--- config.mk ---
export PLATFORM = sky130hd
export DESIGN_NAME = fraction_multiply_reduce
export DESIGN_NICKNAME = d
export VERILOG_FILES = /design/src/hdl/fmr_pkg.sv /design/src/hdl/fmr_div.sv /design/src/hdl/fraction_multiply_reduce.sv
export SDC_FILE = /design/constraint.sdc
export NUM_CORES = 2
export LEC_CHECK = 0
export BUFFER_PORTS_ARGS = -buffer_cell sky130_fd_sc_hd__buf_2
export CAP_MARGIN = 20
export CORE_MARGIN = 2
export CORE_UTILIZATION = 40
export CTS_CLUSTER_DIAMETER = 50
export DETAILED_ROUTE_END_ITERATION = 7
export PLACE_DENSITY_LB_ADDON = 0.1
export SLEW_MARGIN = 20
export SYNTH_ARGS = -nofsm -noshare
export SYNTH_HDL_FRONTEND = slang
export SYNTH_HIERARCHICAL = 1
export SYNTH_SLANG_ARGS = --single-unit
--- constraint.sdc ---
create_clock -name clk -period 7.8 [get_ports clk]
set_clock_uncertainty 0.2 [all_clocks]
set_input_delay 0.78 -clock clk [delete_from_list [all_inputs] [get_ports clk]]
set_output_delay 0.78 -clock clk [all_outputs]
set_load 0.03 [all_outputs]
--- src/hdl/fmr_pkg.sv ---
`timescale 1ns / 1ps
// Shared constants, types and handshake structs for the fraction multiply and reduce block.
// No dependencies; imported by fmr_div, fraction_multiply_reduce, both checkers and the bench.
package fmr_pkg;

	localparam int OPERAND_WIDTH = 16;
	localparam int PROD_W        = 2 * OPERAND_WIDTH;
	localparam int RES_W         = 32;
	localparam int IN_W          = ((4 * OPERAND_WIDTH + 7) / 8) * 8;
	localparam int OUT_W         = 2 * RES_W;
	localparam int CNT_W         = $clog2(PROD_W + 1);

	typedef logic signed [OPERAND_WIDTH-1:0] opnd_t;
	typedef logic signed [PROD_W-1:0]        prod_t;
	typedef logic signed [RES_W-1:0]         res_t;

	typedef struct packed {
		logic  start;
		prod_t dividend;
		prod_t divisor;
	} div_req_t;

	typedef struct packed {
		logic  done;
		prod_t quot;
		prod_t rem;
	} div_rsp_t;

endpackage

--- src/hdl/fmr_div.sv ---
`timescale 1ns / 1ps
// Bit-serial signed divider with truncating quotient and remainder, one bit per cycle.
// Depends on fmr_pkg for widths and the request/response structs.
module fmr_div
	import fmr_pkg::*;
(
	input  logic     clk,
	input  logic     arst_n,
	input  div_req_t req,
	output div_rsp_t rsp
);

	logic              busy_q;
	logic              done_q;
	logic [CNT_W-1:0]  cnt_q;
	logic              neg_q_q;
	logic              neg_r_q;
	logic [PROD_W-1:0] b_q;
	logic [PROD_W-1:0] quo_q;
	logic [PROD_W-1:0] rem_q;

	prod_t             dvd_abs;
	prod_t             dvs_abs;
	logic [PROD_W:0]   partial;
	logic [PROD_W:0]   diff;

	assign dvd_abs = req.dividend[PROD_W-1] ? -req.dividend : req.dividend;
	assign dvs_abs = req.divisor[PROD_W-1]  ? -req.divisor  : req.divisor;
	assign partial = {rem_q, quo_q[PROD_W-1]};
	assign diff    = partial - {1'b0, b_q};

	always_ff @(posedge clk or negedge arst_n) begin
		if (!arst_n) begin
			busy_q <= 1'b0;
			done_q <= 1'b0;
			cnt_q  <= '0;
		end else begin
			done_q <= !req.start && busy_q && (cnt_q == CNT_W'(1));
			if (req.start) begin
				busy_q <= 1'b1;
				cnt_q  <= CNT_W'(PROD_W);
			end else if (busy_q) begin
				cnt_q <= cnt_q - 1'b1;
				if (cnt_q == CNT_W'(1))
					busy_q <= 1'b0;
			end
		end
	end

	always_ff @(posedge clk) begin
		if (req.start) begin
			neg_q_q <= req.dividend[PROD_W-1] ^ req.divisor[PROD_W-1];
			neg_r_q <= req.dividend[PROD_W-1];
			b_q     <= dvs_abs;
			quo_q   <= dvd_abs;
			rem_q   <= '0;
		end else if (busy_q) begin
			// restoring step: keep the difference when it does not go negative
			if (!diff[PROD_W]) begin
				rem_q <= diff[PROD_W-1:0];
				quo_q <= {quo_q[PROD_W-2:0], 1'b1};
			end else begin
				rem_q <= partial[PROD_W-1:0];
				quo_q <= {quo_q[PROD_W-2:0], 1'b0};
			end
		end
	end

	assign rsp.done = done_q;
	assign rsp.quot = neg_q_q ? -prod_t'(quo_q) : prod_t'(quo_q);
	assign rsp.rem  = neg_r_q ? -prod_t'(rem_q) : prod_t'(rem_q);

endmodule

--- src/hdl/fraction_multiply_reduce.sv ---
`timescale 1ns / 1ps
// Multiplies two signed fractions and reduces the result by a Euclid divisor.
// Depends on fmr_pkg and fmr_div.

// One item is taken at a time: s_tready is high only while the block is idle.
// After a beat is accepted the block forms the products, then runs Euclid's algorithm
// and the two final divisions on a single bit-serial divider; each Euclid remainder
// step passes back through the loop state. When both products are zero the result
// is 0/0 with m_tuser set. A finished result sits in the output register until
// taken; a new item may be accepted meanwhile, and its result waits for the
// register to free up.
module fraction_multiply_reduce
	import fmr_pkg::*;
(
	input  logic             clk,
	input  logic             arst_n,
	input  logic             s_tvalid,
	output logic             s_tready,
	input  logic [IN_W-1:0]  s_tdata,  // a_num, a_den, b_num, b_den
	output logic             m_tvalid,
	input  logic             m_tready,
	output logic [OUT_W-1:0] m_tdata,  // res_num, res_den
	output logic             m_tuser   // zero_divisor
);

	typedef enum logic [2:0] {
		S_IDLE,
		S_MUL,
		S_EUCLID,
		S_EWAIT,
		S_QNUM,
		S_QDEN,
		S_DONE
	} state_t;

	state_t   state_q;
	opnd_t    a_num_q, a_den_q, b_num_q, b_den_q;
	prod_t    pn_q, pd_q, m_q, n_q;
	res_t     rn_q, rd_q;
	logic     flag_q;
	logic     start_q;
	prod_t    dvd_q, dvs_q;
	res_t     res_num_q, res_den_q;
	logic     out_flag_q;
	logic     out_valid_q;
	div_req_t div_req;
	div_rsp_t div_rsp;

	assign div_req.start    = start_q;
	assign div_req.dividend = dvd_q;
	assign div_req.divisor  = dvs_q;

	fmr_div u_div (
		.clk    (clk),
		.arst_n (arst_n),
		.req    (div_req),
		.rsp    (div_rsp)
	);

	always_ff @(posedge clk or negedge arst_n) begin
		if (!arst_n) begin
			state_q     <= S_IDLE;
			start_q     <= 1'b0;
			out_valid_q <= 1'b0;
		end else begin
			// kick the divider for a Euclid step, the numerator and the denominator
			start_q <= ((state_q == S_EUCLID) && ((n_q != '0) || (m_q != '0)))
				|| ((state_q == S_QNUM) && div_rsp.done);
			if ((state_q == S_DONE) && (!out_valid_q || m_tready))
				out_valid_q <= 1'b1;
			else if (out_valid_q && m_tready)
				out_valid_q <= 1'b0;
			unique case (state_q)
				S_IDLE: begin
					if (s_tvalid)
						state_q <= S_MUL;
				end
				S_MUL: begin
					state_q <= S_EUCLID;
				end
				S_EUCLID: begin
					if (n_q != '0)
						state_q <= S_EWAIT;
					else if (m_q == '0)
						state_q <= S_DONE;
					else
						state_q <= S_QNUM;
				end
				S_EWAIT: begin
					if (div_rsp.done)
						state_q <= S_EUCLID;
				end
				S_QNUM: begin
					if (div_rsp.done)
						state_q <= S_QDEN;
				end
				S_QDEN: begin
					if (div_rsp.done)
						state_q <= S_DONE;
				end
				S_DONE: begin
					// hold until the output register is free
					if (!out_valid_q || m_tready)
						state_q <= S_IDLE;
				end
				default: state_q <= S_IDLE;
			endcase
		end
	end

	always_ff @(posedge clk) begin
		unique case (state_q)
			S_IDLE: begin
				a_num_q <= s_tdata[0*OPERAND_WIDTH +: OPERAND_WIDTH];
				a_den_q <= s_tdata[1*OPERAND_WIDTH +: OPERAND_WIDTH];
				b_num_q <= s_tdata[2*OPERAND_WIDTH +: OPERAND_WIDTH];
				b_den_q <= s_tdata[3*OPERAND_WIDTH +: OPERAND_WIDTH];
			end
			S_MUL: begin
				pn_q <= a_num_q * b_num_q;
				pd_q <= a_den_q * b_den_q;
				m_q  <= a_num_q * b_num_q;
				n_q  <= a_den_q * b_den_q;
			end
			S_EUCLID: begin
				if (n_q != '0) begin
					dvd_q <= m_q;
					dvs_q <= n_q;
				end else if (m_q == '0) begin
					rn_q   <= '0;
					rd_q   <= '0;
					flag_q <= 1'b1;
				end else begin
					dvd_q  <= pn_q;
					dvs_q  <= m_q;
					flag_q <= 1'b0;
				end
			end
			S_EWAIT: begin
				if (div_rsp.done) begin
					m_q <= n_q;
					n_q <= div_rsp.rem;
				end
			end
			S_QNUM: begin
				if (div_rsp.done) begin
					rn_q  <= RES_W'(div_rsp.quot);
					dvd_q <= pd_q;
				end
			end
			S_QDEN: begin
				if (div_rsp.done)
					rd_q <= RES_W'(div_rsp.quot);
			end
			S_DONE: begin
				if (!out_valid_q || m_tready) begin
					res_num_q  <= rn_q;
					res_den_q  <= rd_q;
					out_flag_q <= flag_q;
				end
			end
			default: ;
		endcase
	end

	assign s_tready = (state_q == S_IDLE);
	assign m_tvalid = out_valid_q;
	assign m_tdata  = {res_den_q, res_num_q};
	assign m_tuser  = out_flag_q;

endmodule

**Word-level counts from Yosys, hierarchy flattened**

Index checks and enable logic that the tools add are counted.

- Bits in writable memories: 0
- Memories: 0
- Bits in latches: 0
- Input bits: 68
- Flip-flop bits (word level): 497
- Bits in read-only memories: 0

- Divide/modulo/power cells: 0
- Equal/unequal tests: 16
- Bitwise gates (word level): 2
- Reduce and logical (&&, ||, !) cells: 28
- Shifts and indexed selects: 0
- Order comparisons: 0
- Multiplexer cells: 39
- $mul: 2
- $add $sub $neg: 6

Operators by type and width:

| operator | number |
|---|---|
| $mux 32 | 16 |
| $pmux 32 s2 | 5 |
| $neg 32->32 | 4 |
| $mul 16x16->32 | 2 |
| $reduce_bool 32->1 | 2 |
| $sub 33x32->33 | 1 |
| $logic_not 32->1 | 1 |
| $mux 31 | 1 |
| $pmux 3 s7 | 1 |
| $mux 3 | 6 |
| $mux 6 | 2 |
| $ne 2x1->1 const B | 5 |
| $reduce_bool 2->1 | 5 |
| $eq 3x3->1 const B | 3 |
| $reduce_and 2->1 | 4 |
| $reduce_and 4->1 | 2 |
| $mux 1 | 7 |
| $eq 3x2->1 const B | 2 |
| $eq 6x1->1 const B | 1 |
| $logic_and 1x1->1 | 6 |
| $ne 2x2->1 const B | 3 |
| $sub 6x1->6 const B | 1 |
| $reduce_and 5->1 | 1 |
| $eq 3x1->1 const B | 1 |
| other kinds (8) | 11 |

**Logic depth before layout (Yosys ltp)**

- Depth after elaboration: 4
- Depth in mapped cells: 23
- Depth with buffers taken out: 22

**By module**

The synthesis kept the hierarchy.

By module, submodules not included:

| module | instances | area an instance (um2) | sequential area each (um2) | cells each |
|---|---|---|---|---|
| fraction_multiply_reduce | 1 | 33952.6 | 11716.2 | 3009 |
| fmr_div | 1 | 8348.0 | 2822.7 | 1001 |

**Worst setup path after synthesis**

No wires, ideal clock.

- Kind: flip-flop to output port
- Start point: register state_q[0]
- End point: output s_tready
- Cell stages (with the launch flop): 3
- Data required time: 6820 ps
- Path buffers: 1
- Arrival: 5609 ps
- Path slack: 1211 ps
- Path through: dfrtp_1 -> buf_1 -> nor3_1

- Cells in the longest elaborated chain, start to end: 1

Ends and longest elaborated chain:

| element | line | source |
|---|---|---|
| start: declaration | fraction_multiply_reduce.sv:36 | `state_t state_q;` |
| start signal: assignment | fraction_multiply_reduce.sv:62 | `state_q <= S_IDLE;` |
| start signal: assignment | fraction_multiply_reduce.sv:76 | `state_q <= S_MUL;` |
| start signal: assignment | fraction_multiply_reduce.sv:79 | `state_q <= S_EUCLID;` |
| $logic_not 3->1 | fraction_multiply_reduce.sv:166 | `assign s_tready = (state_q == S_IDLE);` |
| end: declaration | fraction_multiply_reduce.sv:18 | `output logic s_tready,` |

Every way passes these cells.

**Worst setup path in the final report**

- Start point: register a_den_q[15]
- End point: register pd_q[30] (data pin)

- Cells in the longest elaborated chain, start to end: 1

Ends and longest elaborated chain:

| element | line | source |
|---|---|---|
| start: declaration | fraction_multiply_reduce.sv:37 | `opnd_t a_num_q, a_den_q, b_num_q, b_den_q;` |
| start signal: assignment | fraction_multiply_reduce.sv:115 | `a_den_q <= s_tdata[1*OPERAND_WIDTH +: OPERAND_WIDTH];` |
| $mul 16x16->32 | fraction_multiply_reduce.sv:121 | `pd_q <= a_den_q * b_den_q;` |
| end signal: assignment | fraction_multiply_reduce.sv:121 |  |
| end: declaration | fraction_multiply_reduce.sv:38 | `prod_t pn_q, pd_q, m_q, n_q;` |

Every way passes these cells.
A chain may end at the register's enable or synchronous reset.

==> results by group <==
Run status
  – Run status: finished, final reports clean

Placed design
  – Placed insts: between 5,000 and 6,000
  – Port Buffer Count: ~130
  – Placed cell area: 44,430 µm²
  – Post-DP HPWL: 81,130 µm
  – Worst slack, placed: 808.0 ps
  – Gpl congestion: 0.8476

Worst hold path
  – Worst hold start: s_tdata[43]
  – Hold Path Sink: b_num_q[11]
  – Hold path depth: 1
  – Worst Hold Class: in -> reg

Clocking
  – Clock slew at reported path FFs: 60 ps
  – Post-CTS resize count: 0
  – Clock tree sinks: 497
  – H-Tree Depth: 3
  – CTS Buffer Depth: 3
  – Root Buffer: clkbuf_16
  – CTS tree: yes
  – TritonCTS Buffers: 79
  – Skew-Pair Late Insertion Delay: 670 ps

Finish
  – Area growth syn-to-layout: 11.76%
  – Design area: around 47,000 µm²
  – Fillers: 10,180
  – Final core area utilization: about 45%
  – Proportion of layout cells with a drive suffix above 1: under 10%
  – Final #Nets: 4,897
  – Fin cells: 5,560
  – N_diodes: 0

Yosys
  – Count leader, synth: inv_1
  – Seq/Total Area, Yosys: about a third
  – #FFs+latches synth: roughly 500
  – Post-synthesis cell type count: 86
  – Netlist Area Pre-Place: 42,300 µm²
  – Synth cell count leaders: inv_1, nand2_1, fa_1, edfxtp_1, and2_1
  – Synth Net Count: approximately 4,800
  – Ys async rst share: 2.616%
  – Primary FF master, synth: edfxtp_1
  – Area leader, netlist: edfxtp_1
  – Mapped Cells: 4,010
  – Synth top area share: 32.09%
  – Top post-synthesis cells by area: edfxtp_1, fa_1, ha_1, inv_1, nand2_1
  – EDFF count, synth: 452
  – Synth Area per Inst: 10.55 µm²
  – Synth warn: 6

Worst setup path
  – CP max stage delay: 900 ps
  – CP dominant cell by count: fa_1
  – Cell chain of the critical path: nand2_1, inv_1, fa_1, fa_1, fa_1, fa_1, fa_1, inv_1, fa_1, inv_1, ha_1, a21o_1, o21a_1, a2111oi_0, o21ai_1, a41oi_2, o21bai_1, a21oi_1, xnor2_1
  – Arr. time, crit path: 7180 ps
  – Critical path fanouts, max: 16
  – R2r setup slk: 780 ps
  – R2R cell count: 19
  – Critical R2R Launch: a_den_q[15]
  – Crit end category: flip-flop
  – Crit start category: flip-flop
  – Slowest-stage cell, CP: fa_1
  – Setup CP Type: reg -> reg
  – R2r endpoint: pd_q[30]
  – Worst EP required: 7970 ps

Timing
  – WHS: 85.08 ps
  – Final setup fails: 0
  – Fin crit share: 89.97%
  – Slew HR: a little under a third
  – Minimum clock period: 7017 ps
  – Slew Viols, Final: 0
  – Worst slew pin tran: 1037 ps
  – Fmax: 0.1425 GHz
  – Setup ws final: 782.7 ps
  – Final Hold Viols: 0
  – RSZ-0062 raised after global routing: no
  – Setup Total Neg Slack: 0 ps

Routing
  – Initial DRC count: 1,642
  – Average vias per placed instance: roughly 5
  – Drc violations: 0
  – Detail Route Antenna Nets: 0
  – WL/cell: 19.11 µm
  – Wirelength, routed: 106,200 µm
  – Vias: between 20,000 and 30,000
  – Detailed Routing Iterations Pass 1: 7

Global route
  – Vias in the first global route: 29,330
  – Grt ovf: 0
  – First-pass GRT wire length: 168,900 µm
  – GRT Overall Usage: 20.19%
  – Antenna violations before repair: 3
  – Largest net degree at the start of global routing: 71

Floorplanning
  – Rows: 119
  – Starting Density: about two fifths
  – Die Span X: 329.2 µm
  – Core ar.: 105,100 µm²
  – Die height: 329.2 µm
  – Die ar.: 108,400 µm²
  – # IOs: between 100 and 150

Run
  – Number of max-cap violations: 0

Power and ir drop
  – Total power: around 6.5 mW
  – Cell Pwr Density: 138.4 nW/µm²
  – P_leak: 19.87 nW
  – VDD IR max: about 180 µV
-- cells in the final DEF (no fill, tap or decap), types with 32 or more instances in the layout --
cell	Yosys	routed
mux2i_1	35	35
clkbuf_16	0	80
xor2_1	63	63
o21ai_0	92	92
xnor2_1	161	159
nand2_1	531	531
and2_1	313	313
nor2_1	172	169
buf_2	8	134
o31ai_1	33	33
a21o_1	56	56
ha_1	202	202
edfxtp_1	452	452
inv_1	630	630
dfxtp_1	32	32
a21oi_1	126	124
fa_1	525	525
-- area by class of cell --
class                   count  area (µm²)  area share, %
multi-input cells        2725       24870          52.61
flip-flops and latches    497       14540          30.76
inverters                 631        2369          5.010
clock buffers              87        2038          4.311
well taps                1391        1740          3.681
repair buffers            168       955.9          2.022
clock inverters            61       759.5          1.606
-- worst max path at each step --
stage / start / to / slack [ps] / cells after the start
3_3_place_gp: a_den_q[15] / pd_q[30] / 920 / 19
6_report: a_den_q[15] / pd_q[30] / 780 / 19
5_1_grt: a_den_q[15] / pd_q[30] / 290 / 19
3_5_place_dp: a_den_q[15] / pd_q[30] / 810 / 19
2_1_floorplan: state_q[0] / s_tready / 1210 / 2
4_1_cts: a_den_q[15] / pd_q[30] / 770 / 19
-- cells by family after synthesis --
logic type / count (synthesis) / share of synthesized area [%]
AND/OR/NAND/NOR: 1227 / 14.03
XOR/XNOR: 224 / 4.638
multiplexers: 53 / 1.316
flip-flops: 497 / 34.37
AO/OA/AOI/OAI: 494 / 7.782
buffers and inverters: 788 / 7.043
adder cells (fa/ha/maj): 727 / 30.82
-- flip-flops by register name, indices dropped and copies added (netlist names), 32 cells and up --
register,count
u_div/rem_q,32
dvs_q,32
u_div/quo_q,32
res_den_q,32
rd_q,32
u_div/b_q,32
m_q,32
n_q,32
pn_q,32
rn_q,32
pd_q,32
res_num_q,32
dvd_q,32
-- critical path, delay by kind of cell (launching register included) --
kind / cells / cell delay (ps)
flops: 1 / 610
fa+ha+maj: 7 / 3870
buf+inv: 3 / 190
simple gates: 1 / 220
compound gates: 7 / 1570
xor+xnor: 1 / 80
-- routing by layer --
layer	wire (µm)	up-vias	GRT usage (%)
met1	47590	14210	27.63
met4	2195	2	5.020
met5	16	-	0
met3	4582	124	2.716
li1	-	13230	-
met2	51850	491	33.94
-- power breakdown --
part	internal [mW]	leakage (nW)	total, mW	switching [mW]
logic	0.0120	14.3	0.0189	0.00688
registers	2.87	4.27	2.87	0.0000000000000000423
clock network	2.20	1.34	3.66	1.46
-- what timing repair did --
action                                 CTS  global route
endpoints found under the hold margin   13             0
setup buffers                            0             0
hold buffers                             1             0
(Power assumes the default switching activity.)
